$ cat config.mk
export PLATFORM = sky130hd
export DESIGN_NAME = idq_ctrl
export DESIGN_NICKNAME = d
export VERILOG_FILES = /design/src/idq_pkg.sv /design/src/idq_ctrl.sv
export SDC_FILE = /design/constraint.sdc
export NUM_CORES = 1
export LEC_CHECK = 0
export BUFFER_PORTS_ARGS = -buffer_cell sky130_fd_sc_hd__buf_2
export CAP_MARGIN = 20
export CORE_AREA = 10 10 47 49
export CTS_BUF_LIST = sky130_fd_sc_hd__clkbuf_16
export DETAILED_ROUTE_END_ITERATION = 16
export DIE_AREA = 0 0 57 59
export PLACE_DENSITY_LB_ADDON = 0.12
export RECOVER_POWER = 100
export SLEW_MARGIN = 20
export SYNTH_ARGS = -nofsm -noshare
export SYNTH_HDL_FRONTEND = slang
export SYNTH_SLANG_ARGS = --single-unit
$ cat constraint.sdc
create_clock -name clk -period 1.05 [get_ports clk]
set_input_delay 0.0525 -clock clk [delete_from_list [all_inputs] [get_ports clk]]
set_output_delay 0.0525 -clock clk [all_outputs]
set_load 0.02 [all_outputs]
$ cat src/idq_pkg.sv
package idq_pkg;

    // Storage geometry of each stack.
    localparam int SIDE_DEPTH = 256;
    localparam int ELEM_WIDTH = 32;

    // Derived widths.
    localparam int ADDR_W = $clog2(SIDE_DEPTH);
    localparam int CNT_W  = $clog2(SIDE_DEPTH + 1);
    localparam int SIZE_W = CNT_W + 1;
    localparam int POS_W  = 9;
    localparam int CMP_W  = (SIZE_W > POS_W) ? SIZE_W : POS_W;

    // Command codes.
    localparam logic [2:0] CMD_PUSH_FRONT = 3'd0;
    localparam logic [2:0] CMD_PUSH_BACK  = 3'd1;
    localparam logic [2:0] CMD_READ_IDX   = 3'd2;
    localparam logic [2:0] CMD_WRITE_IDX  = 3'd3;
    localparam logic [2:0] CMD_FRONT      = 3'd4;
    localparam logic [2:0] CMD_BACK       = 3'd5;

    // Input item.
    typedef struct packed {
        logic [2:0]       cmd;
        logic [POS_W-1:0] position;
        logic [31:0]      item_value;
    } dq_in_t;

    // Result item.
    typedef struct packed {
        logic [31:0] read_data;
        logic [9:0]  occupancy;
        logic        is_empty;
        logic        fault;
    } dq_out_t;

    // Commands from the controller to the datapath.
    typedef struct packed {
        logic load_in;
        logic exec;
        logic load_out;
    } dq_ctrl_t;

endpackage

$ cat src/idq_ctrl.sv
module idq_ctrl (
    input  logic              clk,
    input  logic              rst_n,
    input  logic              cmd_valid,
    output logic              cmd_ready,
    output logic              rsp_valid,
    input  logic              rsp_ready,
    output idq_pkg::dq_ctrl_t ctrl
);
    import idq_pkg::*;

    typedef enum logic [1:0] {
        ST_IDLE,
        ST_EXEC,
        ST_RESP
    } state_t;

    state_t state_reg;
    state_t state_next;
    logic   rsp_valid_reg;
    logic   rsp_valid_next;

    // The output register is free when empty or being taken this cycle.
    logic out_free;
    assign out_free = !rsp_valid_reg || rsp_ready;

    // Next state and datapath commands.
    always_comb
    begin
        state_next     = state_reg;
        ctrl           = '0;
        rsp_valid_next = rsp_valid_reg && !rsp_ready;
        unique case (state_reg)
            ST_IDLE:
            begin
                if (cmd_valid)
                begin
                    ctrl.load_in = 1'b1;
                    state_next   = ST_EXEC;
                end
            end
            ST_EXEC:
            begin
                ctrl.exec  = 1'b1;
                state_next = ST_RESP;
            end
            ST_RESP:
            begin
                if (out_free)
                begin
                    ctrl.load_out  = 1'b1;
                    rsp_valid_next = 1'b1;
                    state_next     = ST_IDLE;
                end
            end
            default:
            begin
                state_next = ST_IDLE;
            end
        endcase
    end

    // State and registered valid.
    always_ff @(posedge clk or negedge rst_n)
    begin
        if (!rst_n)
        begin
            state_reg     <= ST_IDLE;
            rsp_valid_reg <= 1'b0;
        end
        else
        begin
            state_reg     <= state_next;
            rsp_valid_reg <= rsp_valid_next;
        end
    end

    assign cmd_ready = (state_reg == ST_IDLE);
    assign rsp_valid = rsp_valid_reg;

endmodule

======== After elaboration in Yosys (flattened, before gate mapping) ========
Cells that the tools add are included.
cells by class
  equal/unequal tests ..................... 4
  multiplexer cells ....................... 10
  reduce and logical (&&, ||, !) cells .... 6
operators with widths
  kind                                                              number
  1-bit 2-to-1 mux                                                  7
  2-bit case mux with 3 select lines                                1
  2-bit 2-to-1 mux                                                  2
  2-bit != test (second input constant)                             2
  2-bit by 1-bit == test with 1-bit output (second input constant)  1
  2-bit == test (second input constant)                             1
  1-bit logical NOT                                                 2
  2-bit logical NOT                                                 1
  2-bit AND reduction                                               1
  1-bit logical AND                                                 1
  1-bit logical OR                                                  1
storage, ports and cells
  register bits after elaboration ......... 3
  input bits .............................. 4
  output and inout port bits .............. 5
  word-level logic and storage cells ...... 22

======== Longest topological paths before layout ========
Gate-level depths: netlist (run 1).
  word-level depth ........................ 4
  depth in mapped cells ................... 2
  mapped depth without buffers ............ 2

======== Least setup slack after synthesis (run 1) ========
Ideal clock, no wire load.
  path type ............................... register to output
  start point ............................. reg rsp_valid_reg, in the netlist rsp_valid
  end point ............................... out ctrl[0] in the netlist's numbering
  arrival time ............................ 0.904 ns
  required time ........................... 0.998 ns
  path slack .............................. 0.093 ns
  stages on the path, launching flop included .. 3
  path buffers ............................ 0
  cell sequence ........................... dfrtp_1 -> nand2b_1 -> nor2b_1
RTL lines
  item                    line            RTL
  from (decl)             idq_ctrl.sv:20  logic rsp_valid_reg;
  from (signal assigned)  idq_ctrl.sv:74  rsp_valid_reg <= rsp_valid_next;
  to (decl)               idq_ctrl.sv:8   output idq_pkg::dq_ctrl_t ctrl

==> results of run 1 <==
metal layers:
metal	global-route usage	vias to the layer above	wire length [um]
met5	0	-	0
met4	0.0604	0	27
met3	0.0279	2	48
met2	0.0248	9	134
met1	0.0322	61	193
li1	-	64	-
worst paths after layout:
kind                                            endpoint  cells past startpoint
min in group asynchronous       state_reg[1]$_DFFE_PN0P_                      2
worst min register to register       rsp_valid$_DFF_PN0_                      2
max in group asynchronous       state_reg[1]$_DFFE_PN0P_                      2
worst max-delay path                             ctrl[0]                      3
worst min-delay path            state_reg[0]$_DFFE_PN0P_                      2
worst max register to register  state_reg[1]$_DFFE_PN0P_                      2
cell usage after synthesis (all sizes together):
cell type,count
nor2,1
nor2b,2
o21bai,1
nand2,1
dfrtp,3
nand2b,2
and2,2
area by class of cell:
type | instances | area, um2 | area share
multi-input cells | 9 | 80.1 | 0.251
flip-flops and latches | 3 | 76.3 | 0.239
clock buffers | 3 | 75.1 | 0.235
clock inverters | 1 | 3.75 | 0.0118
repair buffers | 9 | 63.8 | 0.200
well taps | 16 | 20.0 | 0.0627
what timing repair did:
item                                   4_1_cts  5_1_grt
resized for setup                            3        8
pin swaps                                    0        0
setup endpoints to repair                    2        2
hold buffers                                 1        0
endpoints found under the hold margin        3        0
cells by family (layout without fill, tap and decap cells):
family	Yosys count	after routing	synth area share
buffers and inverters	0	13	0
AND/OR/NAND/NOR	8	8	0.377
AO/OA/AOI/OAI	1	1	0.0566
flip-flops	3	3	0.566
power groups by stage:
stage | sequential, mW | clock (mW) | combinational [mW]
detailed placement | 0.180 | 0 | 0.235
finish | 0.195 | 0.594 | 0.307
global route | 0.204 | 0.623 | 0.337
global placement | 0.180 | 0 | 0.238
CTS | 0.179 | 0.609 | 0.259
floorplan | 0.199 | 0 | 0.133
cell usage in the layout, fill, tap and decap left out:
master and instances:
buf_6 2, dfrtp_1 2, dlygate4sd3_1 1, dfrtp_2 1, clkbuf_16 3, clkbuf_1 1, nand2b_4 1, nor2b_4 1
buf_4 1, nand2_1 1, buf_2 4, o21bai_1 1, nor2b_2 1, and2_1 1, nor2_4 1, nand2b_1 1
and2_4 1, inv_1 1
through the flow:
step                TNS, ns  std cells  hold slack, ns  total power, mW
finish              -0.0334         41          0.0571             1.10
global route         -0.146         41          0.0788             1.16
CTS                 -0.0997         41          0.0539             1.05
detailed placement        0         36          -0.146            0.416
global placement          0         36          -0.148            0.418
floorplan                 0         12          -0.243            0.332
==> run_results.csv, run 1 <==
group,metric,value,unit
run_status,status,"finished with violations",
run_status,violations,"setup timing",
final_layout,area_growth,141,%
final_layout,antenna_cells,0,
logic_synthesis,ys_seq_area_frac,0.566,
critical_path,cp_top_family,"flip-flops",
logic_synthesis,synth.area.top_cells,"dfrtp_1 (57%), and2_1 (9.4%), nand2b_1 (9.4%)",
critical_path,slowest_delay,0.40,ns
global_route,antenna_found_initial,0,
die,pin_count,9,
logic_synthesis,synth-seq-cells,3,
critical_path,cp_data_required_time,1.00,ns
final_layout,fin_nets,30,
critical_path,critPathKind,"reg2out",
die,rows,14,
die,core,0.00140,mm2
logic_synthesis,synth_area,133,um2
sta,slew_violations,0,
global_route,grt_pass1_vias,166,
power,vdd_drop_max,0.702,mV
logic_synthesis,synthCells,12,
power,leakage,0.157,nW
critical_path,critPathSlowestCell,"dfrtp_1",
power,p_comb_frac,0.280,
detailed_routing,num_vias,136,
clock_tree,cts_tree,"done",
detailed_routing,post_drt_wl_per_cell,9.83,um
critical_path,crit_fanout,3,
clock_tree,numCtsBuffers,3,
detailed_routing,avgViaCountPerCell,3.32,
critical_path,path_cells,"nand2b_4 > nor2b_4 > buf_6",
sta,slew_headroom,0.878,
sta,tightest_slew,0.184,ns
critical_path,startpoint,"state_reg[0]$_DFFE_PN0P_",
die,die_w,57,um
power,internal_power,797,uW
clock_tree,clock_latency,0.22,ns
sta,finClkSkew,0.00217,ns
clock_tree,cts_buffer_depth,2,
detailed_routing,ant_nets,0,
power,p_seq_frac,0.178,
logic_synthesis,synth_warnings,0,
critical_path,r2r_start,"state_reg[0]$_DFFE_PN0P_",
critical_path,crit_arrival,1.01,ns
sta,setup_slack,-0.0172,ns
clock_tree,h-tree-depth,1,
final_layout,fillers,161,
logic_synthesis,synth_area_leader_cell,"dfrtp_1",
sta,finalHoldViolations,0,
sta,min_period_over_period,1.02,
final_layout,largest_reg_flops,2,
sta,grt_setup_unrepaired,"true",
clock_tree,tritoncts_num_sinks,3,
critical_path,cp_num_buf_inv,1,
detailed_routing,finalWirelength,403,um
placement,place_area,193,um2
power,power.share.clock,0.542,
power,power.density,3440,mW/mm2
sta,setup_viol,2,
clock_tree,clock_tree.root_cell,"clkbuf_16",
die,start_util,0.0946,
logic_synthesis,avgSynthCellArea,11.1,um2
final_layout,final_util,0.228,
run,maxCapViolations,0,
logic_synthesis,netlist.area_leader.share,0.566,
global_route,grt_pass1_wl,710,um
power,switching_power,300,uW
detailed_routing,drt_iter0_markers,0,
logic_synthesis,synth.distinct_cells,8,
global_route,grt_max_degree,4,
final_layout,final_cell_area,319,um2
logic_synthesis,synthesis.nets,16,
placement,portBuffers,8,
global_route,grt_util_all_layers,0.0320,
detailed_routing,firstDrtPassIters,1,
min_path,min-delay-start,"cmd_valid",
die,die_area,0.00336,mm2
final_layout,final_layout_size_suffix_gt1_frac,0.640,
detailed_routing,drc,0,
clock_tree,postCtsSetupBuffers,0,
die,die_h,59,um
sta,clock.fmax,937,MHz
placement,place_ws,0.155,ns
min_path,hold_class,"in2reg",
placement,gp_congestion,0.643,
critical_path,endpoint_kind,"output pin",
clock_tree,cts.reportedPaths.clkPinSlew,0.03,ns
sta,fin_crit,1.07,ns
critical_path,cp-start-kind,"register",
power,switching_share,0.273,
critical_path,r2r_slack,0.21,ns
global_route,overflow,0,
Note: power is estimated with default switching activity, not from simulation.
==> inputs of run 2 (changes only) <==
Settings changed: CAP_MARGIN 20 to unset.
Clock period 1.05 ns to 1.1 ns, I/O delays scaled along.
==> run 2 against run 1 <==
Against the previous run: the flow now finishes without violations; sequential cell count unchanged; die area unchanged; sequential share of layout area down 0.82 points; clock power down 4.5%; final area up 3.5%; highest routed layer unchanged.
==> run_results.csv, run 2 (synthesis results as in run 1) <==
group,metric,value,unit
die,die_w,57,um
die,rows,14,
min_path,min-delay-start,"cmd_valid",
die,pin_count,9,
clock_tree,cts.reportedPaths.clkPinSlew,0.03,ns
global_route,grt_max_degree,4,
final_layout,fin_nets,31,
sta,finClkSkew,0.00217,ns
final_layout,final_cell_mix,"buf_2 (4), clkbuf_16 (3), buf_6 (3)",
critical_path,cp-start-kind,"register",
critical_path,reg2reg_to,"state_reg[1]$_DFFE_PN0P_",
clock_tree,cts_tree,"done",
power,leakage,0.164,nW
min_path,hold_class,"in2reg",
critical_path,crit_arrival,1.04,ns
sta,clock.fmax,910,MHz
sta,min_period_over_period,0.999,
sta,grt_setup_unrepaired,"true",
detailed_routing,finalWirelength,423,um
power,vdd_drop_max,0.737,mV
min_path,worst_hold_path.endpoint,"state_reg[0]$_DFFE_PN0P_",
clock_tree,clock_tree.root_cell,"clkbuf_16",
global_route,grt_util_all_layers,0.0316,
detailed_routing,firstDrtPassIters,1,
die,start_util,0.0946,
critical_path,crit_fanout,3,
clock_tree,clock_latency,0.22,ns
die,die_area,0.00336,mm2
final_layout,final_layout_size_suffix_gt1_frac,0.654,
clock_tree,cts_buffer_depth,2,
final_layout,fillers,162,
sta,tightest_slew,0.184,ns
final_layout,antenna_cells,0,
critical_path,critPathKind,"reg2out",
detailed_routing,post_drt_wl_per_cell,10.1,um
detailed_routing,drc,0,
sta,slew_headroom,0.877,
min_path,whs_path_depth,2,
power,finalPower,1.09,mW
critical_path,ff2ff_path_depth,2,
detailed_routing,ant_nets,0,
global_route,antenna_found_initial,0,
critical_path,cp_data_required_time,1.04,ns
run,maxCapViolations,0,
clock_tree,tritoncts_num_sinks,3,
die,die_h,59,um
global_route,grt_pass1_vias,166,
detailed_routing,avgViaCountPerCell,3.29,
global_route,overflow,0,
die,core,0.00140,mm2
final_layout,final_common_cell,"buf_2",
critical_path,r2r_slack,0.27,ns
clock_tree,numCtsBuffers,3,
clock_tree,h-tree-depth,1,
final_layout,largest_reg_flops,2,
sta,finalHoldViolations,0,
critical_path,r2r_start,"state_reg[0]$_DFFE_PN0P_",
placement,portBuffers,8,
sta,slew_violations,0,
placement,gp_congestion,0.643,
run_status,status,"complete, no violations",
sta,fin_crit,1.10,ns
detailed_routing,drt_iter0_markers,0,
critical_path,endpoint_kind,"output pin",
power,power.density,3290,mW/mm2
global_route,grt_pass1_wl,703,um
final_layout,final_util,0.236,
detailed_routing,num_vias,138,
final_layout,area_growth,149,%
sta,setup_viol,0,
## run 2: cell count changes in the layout (fill, tap and decap cells not counted), sizes merged
| cell | delta |
|---|---|
| buf | +1 |
## run 2: critical path, stage by stage (launching register included)
cell	delay, ns
dfrtp_2	0.44
nor2_4	0.13
and2_4	0.14
buf_6	0.11
## run 2: metal layers
layer  share of wire  GRT usage
met1            0.46     0.0334
met2            0.33     0.0248
met3            0.14     0.0236
met4           0.064     0.0604
met5               0          0
## run 2: how the worst max path moves through the flow
stage                                   startpoint       to  slack (ns)  cells past startpoint
final                     state_reg[1]$_DFFE_PN0P_  ctrl[2]       0.002                      3
after global routing      state_reg[1]$_DFFE_PN0P_  ctrl[2]       -0.04                      3
after CTS                 state_reg[0]$_DFFE_PN0P_  ctrl[0]       -0.03                      3
after detailed placement  state_reg[0]$_DFFE_PN0P_  ctrl[0]        0.20                      3
after global placement    state_reg[0]$_DFFE_PN0P_  ctrl[0]        0.21                      3
after floorplan                rsp_valid$_DFF_PN0_  ctrl[0]        0.14                      2
## run 2: area by class of cell
| cell class | count | area (um2) | share of cell area |
|---|---|---|---|
| clock inverters | 1 | 3.75 | 0.0114 |
| flip-flops and latches | 3 | 76.3 | 0.231 |
| repair buffers | 10 | 75.1 | 0.227 |
| clock buffers | 3 | 75.1 | 0.227 |
| multi-input cells | 9 | 80.1 | 0.242 |
| well taps | 16 | 20.0 | 0.0606 |
## run 2: what timing repair did
action	in CTS	in global routing
hold buffers	1	0
resized for setup	1	11
pin swaps	0	2
endpoints found under the hold margin	3	0
endpoints found under the setup margin	1	2
buffers inserted	0	1
## run 2: per-stage QoR
step,cell area [um2],hold slack [ns],TNS (ns),cells,setup slack [ns]
2_1_floorplan,133,-0.241,0,12,0.141
3_3_place_gp,193,-0.146,0,36,0.211
3_5_place_dp,193,-0.143,0,36,0.202
4_1_cts,284,0.0564,-0.0254,41,-0.0254
5_1_grt,330,0.0817,-0.0811,42,-0.0443
6_report,330,0.0616,0,42,0.00151
## run 2: where the power goes
group	leakage, nW	internal (mW)	switching, mW	total, mW
clock	0.0423	0.469	0.0987	0.567
combinational	0.0847	0.173	0.158	0.331
sequential	0.0371	0.148	0.0387	0.187
==> inputs of run 3 (changes only) <==
Clock period 1.1 ns to 0.9 ns, I/O delays scaled along.
==> run 3 against run 2 <==
Against the previous run: die area stayed put; final area is 0.76% higher; wire length is 1.9% higher; combinational power is 20% higher; largest power group unchanged; count of clock-buffer cells in the layout stayed put; via count is 0.72% higher; critical path type unchanged; the run now ends with setup timing left; sequential share of layout area is 0.17 points lower.
==> run_results.csv, run 3 (synthesis results as in run 1) <==
group,metric,value,unit
detailed_routing,avgViaCountPerCell,3.31,
global_route,grt_max_degree,4,
critical_path,crit_fanout,3,
final_layout,final_layout_size_suffix_gt1_frac,0.654,
die,rows,14,
detailed_routing,drc,0,
detailed_routing,drt_iter0_markers,1,
run_status,violations,"setup timing",
detailed_routing,firstDrtPassIters,2,
sta,holdWs,0.0527,ns
die,core,0.00140,mm2
clock_tree,cts.reportedPaths.clkPinSlew,0.03,ns
critical_path,critPathKind,"reg2out",
power,power.density,3980,mW/mm2
global_route,grt_pass1_vias,175,
die,die_h,59,um
final_layout,largest_reg_flops,2,
sta,slew_headroom,0.878,
clock_tree,cts_tree,"done",
detailed_routing,post_drt_wl_per_cell,10.3,um
placement,dp_hpwl,303,um
die,die_w,57,um
min_path,hold_class,"in2reg",
clock_tree,tritoncts_num_sinks,3,
detailed_routing,num_vias,139,
placement,gp_congestion,0.651,
final_layout,antenna_cells,0,
clock_tree,cts_buffer_depth,2,
sta,min_period_over_period,1.18,
sta,grt_setup_unrepaired,"true",
die,start_util,0.0946,
critical_path,cp-start-kind,"register",
final_layout,final_cell_mix,"clkbuf_16 (3), buf_6 (3), buf_2 (2), buf_4 (2), dfrtp_1 (2)",
clock_tree,numCtsBuffers,3,
power,leakage,0.163,nW
sta,finClkSkew,0.00111,ns
final_layout,area_growth,151,%
final_layout,fin_cells,42,
run,maxCapViolations,0,
die,pin_count,9,
clock_tree,h-tree-depth,1,
sta,fin_crit,1.06,ns
clock_tree,clock_tree.root_cell,"clkbuf_16",
placement,portBuffers,8,
sta,setup_viol,5,
global_route,overflow,0,
sta,finalHoldViolations,0,
sta,tightest_slew,0.182,ns
sta,setup_slack,-0.165,ns
detailed_routing,finalWirelength,431,um
global_route,grt_util_all_layers,0.0320,
power,vdd_drop_max,1.44,mV
critical_path,endpoint_kind,"output pin",
placement,place_inst,36,
critical_path,crit_arrival,1.02,ns
detailed_routing,ant_nets,0,
clock_tree,clock_latency,0.22,ns
global_route,grt_pass1_wl,772,um
global_route,antenna_found_initial,0,
critical_path,cp_data_required_time,0.85,ns
sta,clock.fmax,939,MHz
run_status,status,"finished with violations",
die,die_area,0.00336,mm2
sta,slew_violations,0,
final_layout,fin_nets,31,
==> run 3: cell types whose count changed in the layout (fill, tap and decap cells not counted), sizes merged <==
| cell | change |
|---|---|
| buf | -1 |
| clkbuf | +1 |
==> run 3: repair_timing <==
action | in CTS | in global routing
endpoints found under the hold margin | 3 | 0
gates resized for setup | 10 | 1
hold buffers | 1 | 0
endpoints found under the setup margin | 4 | 5
buffers inserted | 1 | 0
==> run 3: cell type report <==
class | instances | area [um2]
Clock buffer | 3 | 75.1
Clock inverter | 1 | 3.75
Fill cell | 159 | 1070
Multi-Input combinational cell | 9 | 80.1
Sequential cell | 3 | 76.3
Tap cell | 16 | 20.0
Timing Repair Buffer | 10 | 77.6
==> run 3: power breakdown <==
part	total, mW	switching, mW	internal [mW]
logic	0.398	0.192	0.206
clock network	0.695	0.122	0.573
registers	0.233	0.0518	0.182
total	1.33	0.365	0.961
==> run 3: through the flow <==
stage | power, mW | utilization | instance area (um2) | setup slack, ns | setup TNS, ns
floorplan | 0.411 | - | 141 | 0.0294 | 0
global placement | 0.511 | 0.144 | 201 | -0.00866 | -0.00866
detailed placement | 0.510 | 0.144 | 201 | -0.0169 | -0.0169
CTS | 1.34 | 0.235 | 329 | -0.185 | -0.548
global route | 1.40 | 0.238 | 333 | -0.221 | -0.767
finish | 1.33 | 0.238 | 333 | -0.165 | -0.500
==> run 3: worst paths after layout <==
check / start / to / slack [ns] / depth (start not counted)
min reg2reg: rsp_valid$_DFF_PN0_ / rsp_valid$_DFF_PN0_ / 0.55 / 2
max in group asynchronous: rst_n / state_reg[1]$_DFFE_PN0P_ / 0.55 / 2
max reg2reg: state_reg[0]$_DFFE_PN0P_ / state_reg[1]$_DFFE_PN0P_ / -0.01 / 3
max: state_reg[1]$_DFFE_PN0P_ / ctrl[2] / -0.16 / 3
min in group asynchronous: rst_n / rsp_valid$_DFF_PN0_ / 0.17 / 2
min: cmd_valid / state_reg[0]$_DFFE_PN0P_ / 0.05 / 2
==> run 3: critical path: stages, from the launching register on <==
cell	delay, ns
dfrtp_2	0.44
nor2_4	0.11
and2_4	0.15
buf_6	0.11
==> run 3: layer usage <==
layer	part of all wire	routed length, um	global-route usage	vias to the layer above
met5	0	0	0	-
met1	0.38	165	0.0275	62
met4	0.039	17	0.0403	0
li1	-	-	-	66
met2	0.38	165	0.0341	9
met3	0.19	83	0.0365	2
